<file path="src/lcats_pkg.sv">
// ----------------------------------------------------------------------------
// lcats_pkg
// Types, widths and codes shared by the load cell averaging scale unit.
// ----------------------------------------------------------------------------
package lcats_pkg;

	localparam int SAMPLE_W    = 24;
	localparam int SUM_W       = 32;
	localparam int CNT_W       = 7;
	localparam int GPC_W       = 48;
	localparam int COEF_W      = GPC_W / 2;
	localparam int GRAMS_W     = 48;
	localparam int MEAN_W      = 24;
	localparam int PROD_W      = SAMPLE_W + COEF_W;
	localparam int SCALED_W    = 58;
	localparam int MAG_W       = PROD_W + 8;
	localparam int DIV_CNT_W   = $clog2(SUM_W);
	localparam int CFG_IDX_W   = 1;
	localparam int CFG_DATA_W  = GPC_W;

	localparam int DEFAULT_TARE_SAMPLES = 30;

	localparam logic [CFG_IDX_W-1:0] CFG_AVG_COUNT       = 1'd0;
	localparam logic [CFG_IDX_W-1:0] CFG_GRAMS_PER_COUNT = 1'd1;

	localparam logic [DIV_CNT_W-1:0] DIV_LAST = DIV_CNT_W'(SUM_W - 1);

	typedef struct packed {
		logic                command;
		logic [SAMPLE_W-1:0] raw_sample;
	} in_item_t;

	typedef struct packed {
		logic signed [GRAMS_W-1:0] grams_q16;
		logic signed [MEAN_W-1:0]  mean_counts;
		logic                      was_tare;
	} out_item_t;

	typedef enum logic [2:0] {
		S_IDLE,
		S_DIV,
		S_MUL_LO,
		S_MUL_HI,
		S_SCALE,
		S_OUT
	} state_t;

	typedef struct packed {
		logic accept;
		logic div_step;
		logic mul_lo;
		logic mul_hi;
		logic scale;
		logic load_out;
	} dp_cmd_t;

	typedef struct packed {
		logic run_done;
	} dp_sts_t;

endpackage

</file>
<file path="src/lcats_ctrl.sv">
// ----------------------------------------------------------------------------
// lcats_ctrl
// Sequencer: sample intake, divide iterations, scaling steps, result hand-off.
// ----------------------------------------------------------------------------
module lcats_ctrl import lcats_pkg::*; (
	input  logic    clk,
	input  logic    arst_n,
	input  logic    in_valid,
	output logic    in_ready,
	output logic    out_valid,
	input  logic    out_ready,
	output dp_cmd_t cmd,
	input  dp_sts_t sts
);

	state_t                 state_q;
	state_t                 state_nxt;
	logic [DIV_CNT_W-1:0]   cnt_q;
	logic                   out_valid_q;
	logic                   out_free;

	assign out_free  = !out_valid_q || out_ready;
	assign out_valid = out_valid_q;
	assign in_ready  = (state_q == S_IDLE);

	always_comb begin
		state_nxt = state_q;
		case (state_q)
			S_IDLE: begin
				if (in_valid && sts.run_done) begin
					state_nxt = S_DIV;
				end
			end
			S_DIV: begin
				if (cnt_q == DIV_LAST) begin
					state_nxt = S_MUL_LO;
				end
			end
			S_MUL_LO: state_nxt = S_MUL_HI;
			S_MUL_HI: state_nxt = S_SCALE;
			S_SCALE:  state_nxt = S_OUT;
			S_OUT: begin
				if (out_free) begin
					state_nxt = S_IDLE;
				end
			end
			default: state_nxt = S_IDLE;
		endcase
	end

	always_comb begin
		cmd = '0;
		case (state_q)
			S_IDLE:   cmd.accept   = in_valid;
			S_DIV:    cmd.div_step = 1'b1;
			S_MUL_LO: cmd.mul_lo   = 1'b1;
			S_MUL_HI: cmd.mul_hi   = 1'b1;
			S_SCALE:  cmd.scale    = 1'b1;
			S_OUT:    cmd.load_out = out_free;
			default:  cmd = '0;
		endcase
	end

	always_ff @(posedge clk or negedge arst_n) begin
		if (!arst_n) begin
			state_q     <= S_IDLE;
			cnt_q       <= '0;
			out_valid_q <= 1'b0;
		end else begin
			state_q <= state_nxt;
			if (state_q == S_DIV) begin
				cnt_q <= cnt_q + DIV_CNT_W'(1);
			end else begin
				cnt_q <= '0;
			end
			if (cmd.load_out) begin
				out_valid_q <= 1'b1;
			end else if (out_ready) begin
				out_valid_q <= 1'b0;
			end
		end
	end

endmodule

</file>
<file path="src/lcats_datapath.sv">
// ----------------------------------------------------------------------------
// lcats_datapath
// Run accumulator, bit-serial divider, shared 24x24 multiplier, tare offset.
// ----------------------------------------------------------------------------
module lcats_datapath import lcats_pkg::*; #(
	parameter int TARE_SAMPLES = DEFAULT_TARE_SAMPLES
) (
	input  logic                  clk,
	input  logic                  arst_n,
	input  logic                  cfg_wr_en,
	input  logic [CFG_IDX_W-1:0]  cfg_idx,
	input  logic [CFG_DATA_W-1:0] cfg_wdata,
	input  in_item_t              in_item,
	output out_item_t             out_item,
	input  dp_cmd_t               cmd,
	output dp_sts_t               sts
);

	// configuration
	logic [CNT_W-1:0]           avg_count_q;
	logic [GPC_W-1:0]           gpc_q;

	// run state
	logic signed [SUM_W-1:0]    sum_q;
	logic [CNT_W-1:0]           taken_q;
	logic                       is_tare_q;
	logic signed [GRAMS_W-1:0]  offset_q;

	// working registers
	logic                       neg_q;
	logic                       kind_q;
	logic [CNT_W-1:0]           div_q;
	logic [CNT_W-1:0]           rem_q;
	logic [SUM_W-1:0]           quo_q;
	logic [SUM_W-1:0]           part_q;
	logic [PROD_W-1:0]          prod_q;
	logic signed [SCALED_W-1:0] scaled_q;
	out_item_t                  out_q;

	logic signed [SUM_W-1:0]    sample_ext;
	logic                       restart;
	logic signed [SUM_W-1:0]    new_sum;
	logic [CNT_W-1:0]           new_n;
	logic [CNT_W-1:0]           target;
	logic [SUM_W-1:0]           sum_mag;
	logic [CNT_W:0]             trial;
	logic                       ge;
	logic [SAMPLE_W-1:0]        mag;
	logic [COEF_W-1:0]          coef;
	logic [PROD_W-1:0]          mul_res;
	logic [MAG_W-1:0]           r_mag;
	logic signed [SCALED_W-1:0] diff;
	logic signed [GRAMS_W-1:0]  sat;

	// sample intake
	always_comb begin
		sample_ext = $signed({{(SUM_W-SAMPLE_W){in_item.raw_sample[SAMPLE_W-1]}},
			in_item.raw_sample});
		restart    = (taken_q != '0) && (in_item.command != is_tare_q);
		new_sum    = (restart ? '0 : sum_q) + sample_ext;
		new_n      = (restart ? '0 : taken_q) + CNT_W'(1);
		target     = in_item.command ? CNT_W'(TARE_SAMPLES) : avg_count_q;
		if (target == '0) begin
			target = CNT_W'(1);
		end
		sts.run_done = (new_n >= target);
		sum_mag      = new_sum[SUM_W-1] ? SUM_W'(-new_sum) : SUM_W'(new_sum);
	end

	// one quotient bit per step
	assign trial = {rem_q, quo_q[SUM_W-1]};
	assign ge    = (trial >= {1'b0, div_q});

	// shared multiplier
	assign mag     = quo_q[SAMPLE_W-1:0];
	assign coef    = cmd.mul_hi ? gpc_q[GPC_W-1:COEF_W] : gpc_q[COEF_W-1:0];
	assign mul_res = PROD_W'(mag) * PROD_W'(coef);
	assign r_mag   = {prod_q, 8'd0} + MAG_W'(part_q);

	// offset and saturation
	always_comb begin
		if (kind_q) begin
			diff = scaled_q;
		end else begin
			diff = scaled_q - SCALED_W'(offset_q);
		end
		if ((diff[SCALED_W-1:GRAMS_W-1] == '0) || (diff[SCALED_W-1:GRAMS_W-1] == '1)) begin
			sat = diff[GRAMS_W-1:0];
		end else if (diff[SCALED_W-1]) begin
			sat = $signed({1'b1, {(GRAMS_W-1){1'b0}}});
		end else begin
			sat = $signed({1'b0, {(GRAMS_W-1){1'b1}}});
		end
	end

	always_ff @(posedge clk or negedge arst_n) begin
		if (!arst_n) begin
			avg_count_q <= CNT_W'(1);
			gpc_q       <= '0;
			sum_q       <= '0;
			taken_q     <= '0;
			is_tare_q   <= 1'b0;
			offset_q    <= '0;
		end else begin
			if (cfg_wr_en) begin
				case (cfg_idx)
					CFG_AVG_COUNT:       avg_count_q <= cfg_wdata[CNT_W-1:0];
					CFG_GRAMS_PER_COUNT: gpc_q       <= cfg_wdata[GPC_W-1:0];
					default:             gpc_q       <= gpc_q;
				endcase
			end
			if (cmd.accept) begin
				is_tare_q <= in_item.command;
				if (sts.run_done) begin
					sum_q   <= '0;
					taken_q <= '0;
				end else begin
					sum_q   <= new_sum;
					taken_q <= new_n;
				end
			end
			if (cmd.load_out && kind_q) begin
				offset_q <= sat;
			end
		end
	end

	always_ff @(posedge clk) begin
		if (cmd.accept && sts.run_done) begin
			neg_q  <= new_sum[SUM_W-1];
			kind_q <= in_item.command;
			div_q  <= new_n;
			rem_q  <= '0;
			quo_q  <= sum_mag;
		end
		if (cmd.div_step) begin
			rem_q <= ge ? CNT_W'(trial - {1'b0, div_q}) : trial[CNT_W-1:0];
			quo_q <= {quo_q[SUM_W-2:0], ge};
		end
		if (cmd.mul_lo) begin
			prod_q <= mul_res;
		end
		if (cmd.mul_hi) begin
			part_q <= SUM_W'(prod_q[PROD_W-1:16]);
			prod_q <= mul_res;
		end
		if (cmd.scale) begin
			scaled_q <= neg_q ? -$signed({2'b00, r_mag}) : $signed({2'b00, r_mag});
		end
		if (cmd.load_out) begin
			out_q.grams_q16   <= sat;
			out_q.mean_counts <= neg_q ? $signed(MEAN_W'(-mag)) : $signed(mag);
			out_q.was_tare    <= kind_q;
		end
	end

	assign out_item = out_q;

endmodule

</file>
<file path="src/load_cell_average_tare_scale_unit.sv">
// ----------------------------------------------------------------------------
// load_cell_average_tare_scale_unit
// Averages load cell converter words over a run and scales them to grams.
// ----------------------------------------------------------------------------
// in channel: one beat per converter word (command, raw_sample). command 0
// adds to a measurement run of avg_count words, command 1 to a tare run of
// TARE_SAMPLES words; a change of command starts a new run with that word.
// A word that does not end a run is taken while in_ready stays high, so
// such words can stream back to back.
// A word that ends a run keeps in_ready low while the one-bit-per-cycle
// divider forms the mean, the shared 24x24 multiplier takes the low and
// high halves of the scale, one step forms sign and sum and one loads the
// output register, which waits while the previous beat is still there. The
// result beat is valid from the cycle after that load.
// out channel: one beat per finished run (grams_q16, mean_counts, was_tare).
// The output register holds a beat while the receiver stalls; the next run
// can be fed meanwhile, and its result waits until the register is free.
// cfg port: index 0 avg_count, index 1 grams_per_count; write while idle.
// Reset: avg_count 1, scale 0, tare offset 0, no run in progress, no beat.
// ----------------------------------------------------------------------------
module load_cell_average_tare_scale_unit import lcats_pkg::*; #(
	parameter int TARE_SAMPLES = DEFAULT_TARE_SAMPLES
) (
	input  logic                  clk,
	input  logic                  arst_n,
	input  logic                  in_valid,
	output logic                  in_ready,
	input  in_item_t              in_item,
	output logic                  out_valid,
	input  logic                  out_ready,
	output out_item_t             out_item,
	input  logic                  cfg_wr_en,
	input  logic [CFG_IDX_W-1:0]  cfg_idx,
	input  logic [CFG_DATA_W-1:0] cfg_wdata
);

	dp_cmd_t cmd;
	dp_sts_t sts;

	lcats_ctrl u_ctrl (
		.clk       (clk),
		.arst_n    (arst_n),
		.in_valid  (in_valid),
		.in_ready  (in_ready),
		.out_valid (out_valid),
		.out_ready (out_ready),
		.cmd       (cmd),
		.sts       (sts)
	);

	lcats_datapath #(
		.TARE_SAMPLES (TARE_SAMPLES)
	) u_datapath (
		.clk       (clk),
		.arst_n    (arst_n),
		.cfg_wr_en (cfg_wr_en),
		.cfg_idx   (cfg_idx),
		.cfg_wdata (cfg_wdata),
		.in_item   (in_item),
		.out_item  (out_item),
		.cmd       (cmd),
		.sts       (sts)
	);

endmodule

</file>
<file path="config.mk">
export PLATFORM = sky130hd
export DESIGN_NAME = load_cell_average_tare_scale_unit
export DESIGN_NICKNAME = d
export VERILOG_FILES = /design/src/lcats_pkg.sv /design/src/lcats_ctrl.sv /design/src/lcats_datapath.sv /design/src/load_cell_average_tare_scale_unit.sv
export SDC_FILE = /design/constraint.sdc
export NUM_CORES = 2
export LEC_CHECK = 0
export CORE_MARGIN = 3
export CORE_UTILIZATION = 40
export DETAILED_ROUTE_END_ITERATION = 10
export DONT_BUFFER_PORTS = 1
export SLEW_MARGIN = 10
export SYNTH_ARGS = -nofsm -noshare
export SYNTH_HDL_FRONTEND = slang
export SYNTH_SLANG_ARGS = --single-unit
</file>
<file path="constraint.sdc">
create_clock -name clk -period 9.85 [get_ports clk]
set_clock_uncertainty 0.1 [all_clocks]
set_input_delay 2.4625 -clock clk [delete_from_list [all_inputs] [get_ports clk]]
set_output_delay 2.4625 -clock clk [all_outputs]
set_load 0.02 [all_outputs]
</file>
# ---- After elaboration in Yosys (flattened, before gate mapping)
# Cells that the tools add are included.
# Widths: inputs -> output; s select.
dict set report totals {
  register_bits 411
  latchBits 0
  ramBits 0
  rom_bits 0
  in_bits 79
  output_inout_bits 75
  word_cells 95
  memories 0
}
dict set report op_classes {
  n_addsub 9
  multipliers 1
  div_mod_pow 0
  magnitude_cmp 2
  eq_ne 11
  shift 0
  mux 33
  n_bitwise 1
  n_reduce_logical 17
}
# operator n
set op_table {}
lappend op_table {{$mux 48} 4}
lappend op_table {{$mux 32} 5}
lappend op_table {{$mux 58} 1}
lappend op_table {{$neg 56->58} 1}
lappend op_table {{$sub 58x48->58} 1}
lappend op_table {{$add 56x32->56} 1}
lappend op_table {{$mux 56} 1}
lappend op_table {{$mux 7} 7}
lappend op_table {{$mul 24x24->48} 1}
lappend op_table {{$mux 24} 2}
lappend op_table {{$add 32x32->32} 1}
lappend op_table {{$neg 32->32} 1}
lappend op_table {{$neg 24->24} 1}
lappend op_table {{$pmux 3 s6} 1}
lappend op_table {{$eq 11x11->1 const B} 1}
lappend op_table {{$logic_not 11->1} 1}
lappend op_table {{$mux 3} 3}
lappend op_table {{$ge 8x7->1} 1}
lappend op_table {{$mux 1} 8}
lappend op_table {{$add 7x1->7 const B} 1}
lappend op_table {{$ge 7x7->1} 1}
lappend op_table {{$logic_not 7->1} 1}
lappend op_table {{$reduce_bool 7->1} 1}
lappend op_table {{$sub 7x7->7} 1}
lappend op_table {{16 further kinds} 27}

# ---- Logic depth before layout (Yosys ltp)
dict set report depth {
  ltp_word 8
  ltp_mapped 34
}

# ---- Cells and area by module
# A second synthesis with hierarchy kept.
dict set report unflattened {
  cells_unflattened 4693
  area_unflattened_um2 44661.6
}
# mod instances cells_each area_per_inst_um2 seq_area_each_um2
set modules_own_cells {}
lappend modules_own_cells {lcats_datapath 1 4647 44187.4 11357.1}
lappend modules_own_cells {lcats_ctrl 1 46 474.2 225.2}

# ---- Worst setup path after synthesis
# No wires, ideal clock.
dict set report synth_timing {
  path_type {register to register}
  from {reg u_ctrl.state_q[2]}
  to {reg u_datapath.prod_q[46], data pin}
  setup_time_ps 265
  t_arrival_ps 8828
  t_required_ps 9485
  slack_ps 657
  path_stages_with_launch 34
  period_less_slack_ps 9193
  cell_sequence {dfrtp_1 nand3b_1 clkbuf_1 inv_1 clkbuf_1 nand2_1 nand2_1 clkbuf_1 nand2_1 fa_1 inv_1 fa_1 inv_1 fa_1 inv_1 fa_1 inv_1 fa_1 inv_1 fa_1 inv_1 fa_1 inv_1 ha_1 a21o_1 a221oi_1 o221ai_1 a211oi_1 o21ai_0 a21oi_1 o41ai_1 a221oi_1 o21ai_0 xor2_1}
}
dict set report synth_via {
  elab_chain_len 6
}
# element line
set synth_rtl {}
lappend synth_rtl {{start: declaration} lcats_ctrl.sv:16} ;# state_t state_q;
lappend synth_rtl {{start signal: assignment} lcats_ctrl.sv:70} ;# state_q <= state_nxt;
lappend synth_rtl {{$eq 3x2->1 (*)} lcats_ctrl.sv:53} ;# case (state_q)
lappend synth_rtl {{$mux 1 (*)} lcats_ctrl.sv:53}
lappend synth_rtl {{$mux 24 (*)} lcats_datapath.sv:76} ;# assign coef = cmd.mul_hi ? gpc_q[GPC_W-1:COEF_W] : gpc_q[COEF_W-1:0];
lappend synth_rtl {{$mul 24x24->48 (*)} lcats_datapath.sv:77} ;# assign mul_res = PROD_W'(mag) * PROD_W'(coef);
lappend synth_rtl {{named net u_datapath.mul_res[46]} lcats_datapath.sv:50} ;# logic [PROD_W-1:0] mul_res;
lappend synth_rtl {{$mux 48} lcats_datapath.sv:140} ;# if (cmd.mul_lo) begin
lappend synth_rtl {{$mux 48 (*)} lcats_datapath.sv:143} ;# if (cmd.mul_hi) begin
lappend synth_rtl {{end signal: assignment} lcats_datapath.sv:141} ;# prod_q <= mul_res;
lappend synth_rtl {{end signal: assignment} lcats_datapath.sv:145} ;# prod_q <= mul_res;
lappend synth_rtl {{end: declaration} lcats_datapath.sv:36} ;# logic [PROD_W-1:0] prod_q;
# Mark *: on every way through the listed nets, which the timed path passes. The rest lies on a longest branch. The select of a mux whose other input is x is not followed.
# A chain may end at the register's enable or synchronous reset.

# ---- Worst setup path in the final report
dict set report layout_timing {
  from {reg u_ctrl.state_q[0]}
  to {reg u_datapath.prod_q[46], data pin}
}
# The elaborated chain is that of the path after synthesis.

==> out/qor.csv <==
stage;metric;value;unit
sta;measured slew at the worst slew-check pin;1.26;ns
sta;minimum clock period;8.96;ns
sta;fin worst setup slack;0.887;ns
synthesis;Yosys top cell area share;21.6;%
synthesis;synth top area cells;fa_1 22%, edfxtp_1 17%, ha_1 8.5%, dfrtp_1 8.4%, inv_1 5.5%;
clocking;CTS tree;built;
placement;Inst Count DP;6260;
placement;worst slack, placed;0.896;ns
floorplanning;# IOs;154;
synthesis;Synth Flop Type;edfxtp_1;
route;DRC Markers;0;
floorplanning;die width;342;um
synthesis;count leader, synth;inv_1;
route;Pre-antenna DRT Iters;5;
sta;fin crit share;91.0;%
synthesis;Post-Synthesis Cells;4959;
final_layout;Area Growth Syn to Fin;7.23;%
grt;vias in the first global route;34300;
clocking;Worst-Skew Late Latency;0.62;ns
critical_path;Critical Path Source Type;register;
sta;final setup fails;0;
synthesis;number of flops mapped to enable cells by yosys;259;
sta;fin. max-slew vios;0;
route;DRT Wirelength;123000;um
min_path;Hold Path Depth;2;
floorplanning;effective utilization at floorplan;40.6;%
synthesis;register bit total from synthesis;411;
placement;Detailed Place HPWL;97000;um
placement;PortBufs;0;
sta;RSZ-0062 raised after global routing;false;
critical_path;critical path required time;10.11;ns
route;routed vias;34300;
min_path;Hold EP;u_datapath.sum_q[20]$_DFFE_PN0P_;
floorplanning;Die Area;0.117;sq mm
final_layout;footprint of the multi-input gates;0.0301;sq mm
clocking;CTS Buf Count;49;
floorplanning;core area;0.111;sq mm
route;Routed Antenna Nets;0;
final_layout;Layout Nets;5694;
critical_path;Reg2Reg Depth;29;
synthesis;syn nets;5830;
clocking;clk root buf;clkbuf_16;
clocking;hold-fix buffers at CTS;0;
critical_path;CP max FO;24;
critical_path;CP max stage delay;0.60;ns
clocking;Reg clk slew, reported paths;0.07;ns
critical_path;Worst Setup End Kind;register;
critical_path;R2R Path End;u_datapath.prod_q[46]$_DFFE_PP_;
floorplanning;DIE HEIGHT;342;um
route;Initial DRC Count;2573;
critical_path;worst setup path startpoint;u_ctrl.state_q[0]$_DFFE_PN0P_;
outcome;status;complete, no violations;
critical_path;register-to-register path setup slack;0.89;ns
clocking;CTS max path bufs;3;
sta;Slew headroom;15.9;%
grt;antenna violations before repair;2;
synthesis;async set or reset register ratio after synthesis;37.0;%
synthesis;Seq/Total Area, Yosys;25.7;%
synthesis;Post-Syn Area per Cell;9.10;sq um
placement;GP Congestion;0.919;
critical_path;Critical Path Most Common Cell;fa_1;
run;max-cap viol count;0;
grt;largest net degree at the start of global routing;153;
sta;Final Hold Fails;0;
critical_path;CP Class;register to register;
synthesis;cell area after synthesis;0.0451;sq mm
clocking;clock sink count;411;
floorplanning;row count;122;
route;routed vias/inst;5.40;
critical_path;worst endpoint data arrival time;9.22;ns
clocking;CTS HTree Levels;2;
grt;GRT Total Usage;21.2;%
min_path;min-delay src;u_datapath.sum_q[20]$_DFFE_PN0P_;
synthesis;YS warnings;0;
critical_path;CP bufs+invs;6;
synthesis;post-synth cell types;95;
critical_path;critical path's top delay family;adder cells;
synthesis;cell taking the most area after synthesis;fa_1;
clocking;post-CTS setup repair buffer count;0;
min_path;worst min-delay path category;register to register;
clocking;CTS resizes;0;
final_layout;layout cell share with drive strength beyond 1;5.37;%
sta;fmax;0.112;GHz
final_layout;Final Non-Filler Cells;6352;
route;per-cell routed wire length;19.4;um
grt;global-route wire length before repair;197000;um
critical_path;Worst R2R Start;u_ctrl.state_q[0]$_DFFE_PN0P_;
final_layout;Filler Cell Count;10900;
critical_path;crit path max-delay cell type;nand2_1;
grt;total grt overflow;0;
final_layout;Sequential cell area;0.0116;sq mm
sta;Final TNS setup;0;ns
synthesis;Post-synth top cells;664 x inv_1, 644 x nand2_1, 486 x fa_1;
==> final cells by class <==
cell class	count	area share, %
repair buffers	75	1.16
clock inverters	32	0.946
flip-flops and latches	411	23.9
well taps	1488	3.85
inverters	666	5.17
diodes	2	0.0103
clock buffers	58	2.69
multi-input cells	3620	62.2
==> registers in the layout, summed over array words and instances, names as in the netlist <==
name / count
u_ctrl.cnt_q: 5
u_datapath.offset_q: 48
u_datapath.prod_q: 48
u_datapath.is_tare_q: 1
u_datapath.out_item: 73
u_datapath.part_q: 32
u_datapath.sum_q: 32
u_ctrl.out_valid: 1
u_datapath.div_q: 7
u_datapath.scaled_q: 58
u_datapath.quo_q: 32
u_ctrl.state_q: 3
u_datapath.taken_q: 7
u_datapath.neg_q: 1
u_datapath.avg_count_q: 7
u_datapath.gpc_q: 48
u_datapath.rem_q: 7
u_datapath.kind_q: 1
==> worst max-delay path by stage <==
stage                                      endpoint  cells after the start
finish              u_datapath.prod_q[46]$_DFFE_PP_                     29
global route        u_datapath.prod_q[46]$_DFFE_PP_                     29
CTS                 u_datapath.prod_q[46]$_DFFE_PP_                     29
detailed placement  u_datapath.prod_q[46]$_DFFE_PP_                     29
global placement    u_datapath.prod_q[46]$_DFFE_PP_                     31
floorplan           u_datapath.prod_q[46]$_DFFE_PP_                     33
==> logic make-up (layout without fill, tap and decap cells) <==
family	after synthesis	after routing	synth area share (%)
AO/OA/AOI/OAI	936	936	12.9
XOR/XNOR	273	273	5.30
adder cells (fa/ha/maj)	792	792	30.0
buffers and inverters	928	831	7.76
flip-flops	411	411	25.7
multiplexers	72	72	1.75
other	0	2	0
AND/OR/NAND/NOR	1547	1547	16.5
==> layout by cell type, fill, tap and decap left out, types with 11 or more instances in the layout <==
master | synthesis | layout
nor3_1 | 59 | 58
inv_1 | 664 | 663
and4_1 | 11 | 11
o21bai_1 | 24 | 24
ha_1 | 306 | 306
a21oi_1 | 286 | 285
edfxtp_1 | 259 | 259
mux2_2 | 56 | 56
nor4_1 | 20 | 20
nor2_1 | 226 | 225
and2_1 | 223 | 223
fa_1 | 486 | 486
a31oi_1 | 26 | 26
o31ai_1 | 49 | 49
nand2b_1 | 56 | 55
nor2b_1 | 111 | 109
o211ai_1 | 19 | 19
a21o_1 | 79 | 79
buf_4 | 2 | 75
mux2i_1 | 16 | 13
xor2_1 | 96 | 95
nand3_1 | 55 | 54
o21a_1 | 24 | 24
o41ai_1 | 13 | 13
o21ai_0 | 228 | 227
dfrtp_1 | 151 | 151
a211oi_1 | 26 | 26
nand2_1 | 644 | 642
o22ai_1 | 49 | 49
xnor2_1 | 177 | 177
and3_1 | 26 | 26
nand4_1 | 53 | 53
clkbuf_16 | 0 | 50
or3_1 | 21 | 21
==> through the flow <==
step	hold slack (ns)	area, sq um	util [%]
3_5_place_dp	0.349	46600	41.9
6_report	0.368	48400	43.5
5_1_grt	0.390	48400	43.5
3_3_place_gp	0.344	46600	41.9
4_1_cts	0.361	48400	43.5
2_1_floorplan	0.324	45100	-
==> routing by layer <==
metal  routed length, um  vias up  global-route usage [%]
met5                  19        -                       0
met4                2890        2                    4.89
met3                7980      154                    3.84
met2               55100      984                    33.5
met1               57500    17000                    30.4
li1                    -    16200                       -
==> worst min-delay path: stages, from the launching register on <==
cell and delay (ns):
dfrtp_1 0.34, nand2_1 0.05, o31ai_1 0.05
Power is not shown: default switching activity piles up to over one toggle a cycle in this logic, so the estimate is an artifact.
